==> src/design/iphc_pkg.sv <==
`timescale 1ns / 1ps
`default_nettype none

package iphc_pkg;

    // Widest beat is eight bytes, so at most four 16-bit word lanes.
    localparam int unsigned MAX_LANES = 4;
    localparam int unsigned WORD_W    = 16;
    localparam int unsigned CFG_IDX_W = 2;
    localparam int unsigned CFG_DATA_W = 32;

    typedef logic [WORD_W-1:0] word_t;

    // Configuration register indexes.
    typedef enum logic [CFG_IDX_W-1:0] {
        CFG_SRC_ADDR  = 2'd0,
        CFG_DST_ADDR  = 2'd1,
        CFG_PROTOCOL  = 2'd2,
        CFG_PSEUDO_EN = 2'd3
    } cfg_index_t;

    // One input item: a beat of packet bytes.
    typedef struct packed {
        logic [63:0] data_bytes;
        logic [3:0]  valid_bytes;
        logic        last;
    } in_t;

    // One result item.
    typedef struct packed {
        logic [15:0] checksum;
        logic [15:0] total_length;
    } out_t;

    // Control that travels with a beat between pipeline stages.
    typedef struct packed {
        logic        valid;
        logic        last;
        logic [15:0] len;
    } beat_ctrl_t;

    // Ones' complement add with end-around carry.
    function automatic word_t eac_add(input word_t a, input word_t b);
        logic [WORD_W:0] s;
        s = {1'b0, a} + {1'b0, b};
        return word_t'(s[WORD_W-1:0] + word_t'(s[WORD_W]));
    endfunction

endpackage

`default_nettype wire

==> src/design/iphc_lane.sv <==
`timescale 1ns / 1ps
`default_nettype none

module iphc_lane import iphc_pkg::*; #(
    parameter int unsigned LANE_IDX = 0
) (
    input  wire logic        aclk,
    input  wire logic        adv,
    input  wire logic [15:0] pair_data,
    input  wire logic [3:0]  byte_count,
    output word_t            word_reg
);

    localparam logic [3:0] HI_POS = 4'(2 * LANE_IDX);
    localparam logic [3:0] LO_POS = 4'(2 * LANE_IDX + 1);

    word_t word_next;

    // Keep only the bytes that lie inside the valid count; a lone high byte is padded.
    always_comb begin
        word_next[15:8] = (HI_POS < byte_count) ? pair_data[15:8] : 8'h00;
        word_next[7:0]  = (LO_POS < byte_count) ? pair_data[7:0]  : 8'h00;
    end

    always_ff @(posedge aclk) begin
        if (adv) begin
            word_reg <= word_next;
        end
    end

endmodule

`default_nettype wire

==> src/design/iphc_merge.sv <==
`timescale 1ns / 1ps
`default_nettype none

module iphc_merge import iphc_pkg::*; (
    input  wire logic                        aclk,
    input  wire logic                        aresetn,
    input  wire word_t [MAX_LANES-1:0]       lane_words,
    input  wire beat_ctrl_t                  ctrl_in,
    input  wire logic                        down_ready,
    output logic                             up_ready,
    output word_t                            beat_sum_reg,
    output beat_ctrl_t                       ctrl_reg
);

    word_t pair_lo;
    word_t pair_hi;
    word_t beat_sum_next;

    // Two-level end-around-carry tree over the lane words.
    always_comb begin
        pair_lo       = eac_add(lane_words[0], lane_words[1]);
        pair_hi       = eac_add(lane_words[2], lane_words[3]);
        beat_sum_next = eac_add(pair_lo, pair_hi);
    end

    assign up_ready = !ctrl_reg.valid || down_ready;

    // Only the valid flag is reset; the payload follows it.
    always_ff @(posedge aclk) begin
        if (!aresetn) begin
            ctrl_reg.valid <= 1'b0;
        end else if (up_ready) begin
            ctrl_reg.valid <= ctrl_in.valid;
        end
        if (up_ready) begin
            ctrl_reg.last <= ctrl_in.last;
            ctrl_reg.len  <= ctrl_in.len;
            beat_sum_reg  <= beat_sum_next;
        end
    end

endmodule

`default_nettype wire

==> src/design/iphc_accum.sv <==
`timescale 1ns / 1ps
`default_nettype none

module iphc_accum import iphc_pkg::*; (
    input  wire logic        aclk,
    input  wire logic        aresetn,
    input  wire word_t       beat_sum,
    input  wire beat_ctrl_t  beat_ctrl,
    input  wire word_t       cfg_sum,
    input  wire logic        pseudo_en,
    output logic             up_ready,
    output logic             m_valid,
    input  wire logic        m_ready,
    output out_t             m_data
);

    word_t running_reg;
    word_t running_next;
    word_t acc_beat;
    logic  take;

    logic  fin_valid_reg;
    word_t fin_acc_reg;
    logic [15:0] fin_len_reg;

    logic  cfg_valid_reg;
    word_t cfg_acc_reg;
    logic [15:0] cfg_len_reg;

    logic  out_valid_reg;
    out_t  out_reg;

    logic  ready_fin;
    logic  ready_cfg;
    logic  ready_out;

    // Backpressure runs from the output register back to the running sum.
    assign ready_out = !out_valid_reg || m_ready;
    assign ready_cfg = !cfg_valid_reg || ready_out;
    assign ready_fin = !fin_valid_reg || ready_cfg;
    assign up_ready  = ready_fin;

    // Fold the beat sum into the running sum; the last beat clears it.
    always_comb begin
        take         = beat_ctrl.valid && ready_fin;
        acc_beat     = eac_add(running_reg, beat_sum);
        running_next = running_reg;
        if (take) begin
            running_next = beat_ctrl.last ? '0 : acc_beat;
        end
    end

    always_ff @(posedge aclk) begin
        if (!aresetn) begin
            running_reg <= '0;
        end else begin
            running_reg <= running_next;
        end
    end

    // Valid flags of the finishing stages.
    always_ff @(posedge aclk) begin
        if (!aresetn) begin
            fin_valid_reg <= 1'b0;
            cfg_valid_reg <= 1'b0;
            out_valid_reg <= 1'b0;
        end else begin
            if (ready_fin) begin
                fin_valid_reg <= take && beat_ctrl.last;
            end
            if (ready_cfg) begin
                cfg_valid_reg <= fin_valid_reg;
            end
            if (ready_out) begin
                out_valid_reg <= cfg_valid_reg;
            end
        end
    end

    // Packet sum, then address and protocol words and length if pseudo_en, then the complement.
    always_ff @(posedge aclk) begin
        if (ready_fin) begin
            fin_acc_reg <= acc_beat;
            fin_len_reg <= beat_ctrl.len;
        end
        if (ready_cfg) begin
            cfg_acc_reg <= eac_add(fin_acc_reg, pseudo_en ? cfg_sum : '0);
            cfg_len_reg <= fin_len_reg;
        end
        if (ready_out) begin
            out_reg.checksum     <= ~eac_add(cfg_acc_reg, pseudo_en ? cfg_len_reg : '0);
            out_reg.total_length <= cfg_len_reg;
        end
    end

    assign m_valid = out_valid_reg;
    assign m_data  = out_reg;

endmodule

`default_nettype wire

==> src/design/ipv4_pseudo_header_checksum.sv <==
// Streaming RFC 1071 checksum with optional IPv4 pseudo header.
// Input items are packet beats on s_valid/s_ready/s_data: up to BYTES_PER_BEAT
// bytes, first byte in bits 63..56, a valid byte count and a last flag.
// One result item per packet appears on m_valid/m_ready/m_data after the last
// beat: the complemented folded sum and the byte count modulo 65536.
// Registers are written on cfg_valid/cfg_ready with cfg_index and cfg_data;
// cfg_ready is always high. Write them only while no packet is in flight.
// Throughput is one beat per cycle while s_ready is high: each 16-bit word
// of a beat has its own lane, a merge tree sums the lanes, and one
// end-around-carry add per cycle keeps the running sum. The last beat passes
// every stage from the lanes to the output register. The output register is
// separate from the pipeline, so beats keep flowing while a result waits; a
// stalled m_ready fills the stages and then drops s_ready. Reset clears the
// registers, the running sum, the byte count and all pipeline valid flags.
`timescale 1ns / 1ps
`default_nettype none

module ipv4_pseudo_header_checksum import iphc_pkg::*; #(
    parameter int unsigned BYTES_PER_BEAT = 8
) (
    input  wire logic                  aclk,
    input  wire logic                  aresetn,
    input  wire logic                  s_valid,
    output logic                       s_ready,
    input  wire in_t                   s_data,
    output logic                       m_valid,
    input  wire logic                  m_ready,
    output out_t                       m_data,
    input  wire logic                  cfg_valid,
    output logic                       cfg_ready,
    input  wire logic [CFG_IDX_W-1:0]  cfg_index,
    input  wire logic [CFG_DATA_W-1:0] cfg_data
);

    localparam int unsigned LANES = (BYTES_PER_BEAT + 1) / 2;
    localparam logic [3:0]  BEAT_MAX = 4'(BYTES_PER_BEAT);

    logic [31:0] src_addr_reg;
    logic [31:0] dst_addr_reg;
    logic [7:0]  protocol_reg;
    logic        pseudo_en_reg;
    word_t [1:0] cfg_part_reg;
    word_t       cfg_sum_reg;

    logic [15:0] byte_cnt_reg;
    logic [15:0] len_next;
    logic [3:0]  beat_count;
    logic        s_take;

    beat_ctrl_t            lane_ctrl_reg;
    word_t [MAX_LANES-1:0] lane_words;
    logic                  merge_ready;
    logic                  accum_ready;
    word_t                 beat_sum;
    beat_ctrl_t            beat_ctrl;

    // Configuration registers.
    assign cfg_ready = 1'b1;

    always_ff @(posedge aclk) begin
        if (!aresetn) begin
            src_addr_reg  <= '0;
            dst_addr_reg  <= '0;
            protocol_reg  <= '0;
            pseudo_en_reg <= 1'b0;
        end else if (cfg_valid) begin
            unique case (cfg_index_t'(cfg_index))
                CFG_SRC_ADDR:  src_addr_reg  <= cfg_data;
                CFG_DST_ADDR:  dst_addr_reg  <= cfg_data;
                CFG_PROTOCOL:  protocol_reg  <= cfg_data[7:0];
                CFG_PSEUDO_EN: pseudo_en_reg <= cfg_data[0];
                default: ;
            endcase
        end
    end

    // Pseudo header pre-sums; user changes them only while idle, not enforced.
    always_ff @(posedge aclk) begin
        cfg_part_reg[0] <= eac_add(src_addr_reg[31:16], src_addr_reg[15:0]);
        cfg_part_reg[1] <= eac_add(dst_addr_reg[31:16], dst_addr_reg[15:0]);
        cfg_sum_reg     <= eac_add(eac_add(cfg_part_reg[0], cfg_part_reg[1]),
                                   {8'h00, protocol_reg});
    end

    // Byte count of the beat, capped at the beat width, and the packet length.
    always_comb begin
        beat_count = (s_data.valid_bytes > BEAT_MAX) ? BEAT_MAX : s_data.valid_bytes;
        len_next   = 16'(byte_cnt_reg + 16'(beat_count));
        s_take     = s_valid && s_ready;
    end

    assign s_ready = !lane_ctrl_reg.valid || merge_ready;

    // Packet length counter and the control that travels with the lane words.
    always_ff @(posedge aclk) begin
        if (!aresetn) begin
            byte_cnt_reg        <= '0;
            lane_ctrl_reg.valid <= 1'b0;
        end else begin
            if (s_take) begin
                byte_cnt_reg <= s_data.last ? '0 : len_next;
            end
            if (s_ready) begin
                lane_ctrl_reg.valid <= s_valid;
            end
        end
        if (s_ready) begin
            lane_ctrl_reg.last <= s_data.last;
            lane_ctrl_reg.len  <= len_next;
        end
    end

    // One lane per 16-bit word of the beat; unused lanes add zero.
    for (genvar k = 0; k < MAX_LANES; k++) begin : g_lane
        if (k < LANES) begin : g_used
            iphc_lane #(
                .LANE_IDX (k)
            ) u_lane (
                .aclk       (aclk),
                .adv        (s_ready),
                .pair_data  (s_data.data_bytes[63-16*k -: 16]),
                .byte_count (beat_count),
                .word_reg   (lane_words[k])
            );
        end else begin : g_unused
            assign lane_words[k] = '0;
        end
    end

    iphc_merge u_merge (
        .aclk         (aclk),
        .aresetn      (aresetn),
        .lane_words   (lane_words),
        .ctrl_in      (lane_ctrl_reg),
        .down_ready   (accum_ready),
        .up_ready     (merge_ready),
        .beat_sum_reg (beat_sum),
        .ctrl_reg     (beat_ctrl)
    );

    iphc_accum u_accum (
        .aclk      (aclk),
        .aresetn   (aresetn),
        .beat_sum  (beat_sum),
        .beat_ctrl (beat_ctrl),
        .cfg_sum   (cfg_sum_reg),
        .pseudo_en (pseudo_en_reg),
        .up_ready  (accum_ready),
        .m_valid   (m_valid),
        .m_ready   (m_ready),
        .m_data    (m_data)
    );

endmodule

`default_nettype wire
==> config.mk <==
export PLATFORM = sky130hd
export DESIGN_NAME = ipv4_pseudo_header_checksum
export DESIGN_NICKNAME = d
export VERILOG_FILES = /design/src/design/iphc_pkg.sv /design/src/design/iphc_lane.sv /design/src/design/iphc_merge.sv /design/src/design/iphc_accum.sv /design/src/design/ipv4_pseudo_header_checksum.sv
export SDC_FILE = /design/constraint.sdc
export NUM_CORES = 1
export LEC_CHECK = 0
export BUFFER_PORTS_ARGS = -buffer_cell sky130_fd_sc_hd__buf_2
export CAP_MARGIN = 20
export CELL_PAD_IN_SITES_DETAIL_PLACEMENT = 0
export CELL_PAD_IN_SITES_GLOBAL_PLACEMENT = 2
export CORE_UTILIZATION = 41
export CTS_BUF_LIST = sky130_fd_sc_hd__clkbuf_4 sky130_fd_sc_hd__clkbuf_8
export DETAILED_ROUTE_END_ITERATION = 16
export PLACE_DENSITY = 0.8
export SYNTH_ARGS = -nofsm -noshare
export SYNTH_HDL_FRONTEND = slang
export SYNTH_SLANG_ARGS = --single-unit
==> constraint.sdc <==
create_clock -name aclk -period 9.8 [get_ports aclk]
set_clock_uncertainty 0.1 [all_clocks]
set_input_delay 0.98 -clock aclk [delete_from_list [all_inputs] [get_ports aclk]]
set_output_delay 0.98 -clock aclk [all_outputs]
set_load 0.1 [all_outputs]
==> summary.txt <==
Synthesis
  – Register area share after synthesis: a little over two fifths
  – Cell area after synthesis: 21600 sq um
  – Syn_area_per_cell: a little over 10 sq um
  – Mux cell area share after synthesis: 0.510%
  – Synth top area cells: edfxtp_1 29%, dfxtp_1 15%, ha_1 10%
  – Seq cells post-synth: between 300 and 400
  – Post-synth EDFFs: 210
  – Largest family of logic cells by synthesized area: simple AND/OR/NAND/NOR gates
  – Ys async rst share: 0%
  – Top cells by count, synth: 212 x nand2_1, 210 x edfxtp_1, 177 x ha_1
  – Primary FF master, synth: edfxtp_1
  – XOR/XNOR Fraction of Synth Area: a little over a tenth
  – Syn nets: approximately 2400
  – Most instantiated library cell after synthesis: nand2_1
  – Compound-Gate Fraction of Synth Area: between 10% and 20%
  – Unique masters post-synth: 85
  – Synthesized-area fraction occupied by adder cells: between 10% and 20%
  – Top cell type's share of synthesized area: 29.2%
  – Post-Syn Instances: around 2100
  – Post-synthesis simple-gate area fraction: 17.6%
  – Synthesis Warnings: 0
  – Yosys top cell by area: edfxtp_1

Power
  – VDD IR max: between 100 and 150 uV
  – Internal power: approximately 3.3 mW
  – Switching share of power: roughly a third
  – Clock Power Share: a little under a third
  – LEAKAGE: 10.4 nW
  – Combinational share of power: 30.7%
  – Power per cell area: 207 nW/um^2
  – Total Power Consumption: roughly 5 mW
  – Sw power: around 1.7 mW
  – Flop pwr share: 38.7%

STA
  – Slew of the pin with the lowest slew margin: between 1 and 1.5 ns
  – Fin. max-slew vios: 0
  – Total negative setup slack: 0 ns
  – Final Cycle Share: about nine tenths
  – F_max: ~120 MHz
  – Minimum clock period: around 8.7 ns
  – Relative slew slack: a little under a third
  – Final Hold Fails: 0
  – # setup viols final: 0
  – RSZ-0062 raised after global routing: no

Global route
  – Initial antenna violation count: 0
  – Pin count of the biggest net entering global routing: 112
  – Global-route wire length before repair: around 80000 microns
  – Vias in the first global route: 15186
  – Global route overflow: 0
  – GRT Util Overall: between 10% and 20%

CTS
  – Worst skew pair latency: about 0.63 ns
  – H-tree Lvls: 3
  – Hold-fix buffers at CTS: 0
  – TritonCTS Buffers: 67
  – Clock root cell: clkbuf_8
  – Post-CTS sizing: 0
  – Clock sinks: about 370
  – Clk pin slew, worst setup/hold paths: 0.06 ns
  – Clock Tree Buf Depth: 3
  – # Post-CTS Setup Buffers: 0
  – TritonCTS clock tree: yes

Routing
  – DRT Wirelength: between 40000 and 50000 microns
  – Vias: ~15000
  – 1st-iter DRT viols: roughly 700
  – Vias/cell: 5.10
  – Number of remaining DRC errors: 0
  – WL/cell: ~16 microns
  – Detail Route Antenna Nets: 0
  – TritonRoute pass-1 iters: 5

Cells and area
  – Final nets: roughly 2600
  – Largest register FFs: between 60 and 70
  – Share of cells above drive strength 1: a little over an eighth
  – N_diodes: 0
  – Layout overhead on the synthesized area: 13.6%

Critical path
  – Worst EP required: 10.06 ns
  – Slowest cell on crit path: or4b_1
  – Maximum fanout along the worst path: 7
  – Buf/Inv on CP: 2
  – Startpoint Class: register
  – Setup crit end kind: register
  – R2r setup slk: ~1.1 ns
  – FF-to-FF path depth: 37
  – Most used cell, CP: nor2b_1
  – RR Startpoint: g_lane[0].g_used.u_lane.word_reg[0]
  – Max stage delay on crit path: ~0.56 ns
  – FF-to-FF End: u_merge.beat_sum_reg[15]
  – Worst EP arrival: ~9.0 ns
  – Crit-path leading delay family: compound AO/OA/AOI/OAI gates
  – Critical path class: register to register

Die
  – Row Count: 83
  – Core footprint: between 50000 and 60000 sq um
  – IO Count: 143
  – Die H: about 230 microns
  – DIE AREA: between 50000 and 60000 sq um
  – Die Wd: approximately 230 microns
  – Starting Density: between 40% and 50%

Placement
  – # port buffers: around 140
  – GP Congestion: 0.813
  – DPL Wire Length: about 38000 microns

Hold path
  – Hold Crit Endpoint: u_accum.fin_len_reg[10]
  – Worst hold path class: register to register
  – Hold_sp: u_merge.ctrl_reg[10]
  – Worst hold stages: 0

Flow run
  – Max Cap Violations: 0

Run status
  – Status: complete, no violations
-- cells by family (layout without fill, tap and decap cells) --
| group | Yosys count | count (layout) |
|---|---|---|
| buf+inv | 109 | 337 |
| mux | 11 | 11 |
| other cells | 1 | 1 |
| xor+xnor | 255 | 255 |
| simple gates | 739 | 739 |
| flops | 368 | 368 |
| compound gates | 456 | 456 |
| fa+ha+maj | 188 | 188 |
-- per-layer routing --
metal | routed length (microns) | global-route usage (%) | part of all wire [%] | vias up
met5 | 0 | 0 | 0 | -
met4 | 1340 | 7.37 | 2.7 | 0
met3 | 1840 | 3.10 | 3.7 | 73
met2 | 22100 | 29.8 | 45 | 266
met1 | 23900 | 24.6 | 49 | 7148
li1 | - | - | - | 7978
-- cell type report --
type	instances	area, sq um
Fill cell	4901	27200
Sequential cell	368	9470
Clock buffer	98	1240
Timing Repair Buffer	152	808
Clock inverter	25	210
Tap cell	680	851
Multi-Input combinational cell	1650	11700
Inverter	62	233
-- metrics by stage --
step,hold slack (ns),utilization [%],setup WS [ns],instances,cell area [sq um]
2_1_floorplan,0.300,-,2.14,2127,21600
3_3_place_gp,0.303,44.6,1.27,2911,23100
3_5_place_dp,0.305,44.6,1.09,2912,23100
4_1_cts,0.310,47.4,1.05,3035,24500
5_1_grt,0.321,47.4,0.223,3035,24500
6_report,0.306,47.4,1.11,3035,24500
-- power by group through the flow --
stage | sequential (mW) | clock, mW | combinational (mW)
after detailed placement | 2.00 | 0 | 1.55
after CTS | 1.97 | 1.60 | 1.56
final | 1.96 | 1.55 | 1.56
after global placement | 1.99 | 0 | 1.54
after floorplan | 2.24 | 0 | 0.987
after global routing | 1.99 | 1.66 | 1.71
-- layout by cell type, fill, tap and decap left out, drive strengths merged, types with 43 or more instances in the layout --
master / Yosys / final
ha: 177 / 177
a21o: 43 / 43
nor3: 52 / 52
xor2: 99 / 99
buf: 3 / 152
nand2: 212 / 212
a21oi: 99 / 99
clkbuf: 44 / 98
and2: 61 / 61
nand3: 51 / 51
a21boi: 70 / 70
edfxtp: 210 / 210
inv: 62 / 64
nor2: 118 / 118
xnor2: 154 / 154
nor2b: 115 / 115
dfxtp: 158 / 158
o21ai: 79 / 79
-- worst register-to-register path, delay by kind of cell (launching register included) --
kind                       cells  cell delay, ns
adders and majority gates      6            1.59
DFF                            1            0.37
buffers and inverters          2            0.13
and+or+nand+nor               11            2.44
AOI/OAI and AO/OA             18            3.81
-- worst max-delay path by stage --
stage	end	start	slack [ns]	cells past startpoint
floorplan	u_merge.beat_sum_reg[15]	g_lane[2].g_used.u_lane.word_reg[0]	2.14	38
global placement	u_merge.beat_sum_reg[15]	g_lane[0].g_used.u_lane.word_reg[0]	1.27	37
detailed placement	u_merge.beat_sum_reg[15]	g_lane[0].g_used.u_lane.word_reg[0]	1.09	37
CTS	u_merge.beat_sum_reg[15]	g_lane[0].g_used.u_lane.word_reg[0]	1.05	37
global route	u_merge.beat_sum_reg[15]	g_lane[1].g_used.u_lane.word_reg[0]	0.22	39
finish	u_merge.beat_sum_reg[15]	g_lane[0].g_used.u_lane.word_reg[0]	1.11	37
(Power assumes the default switching activity.)
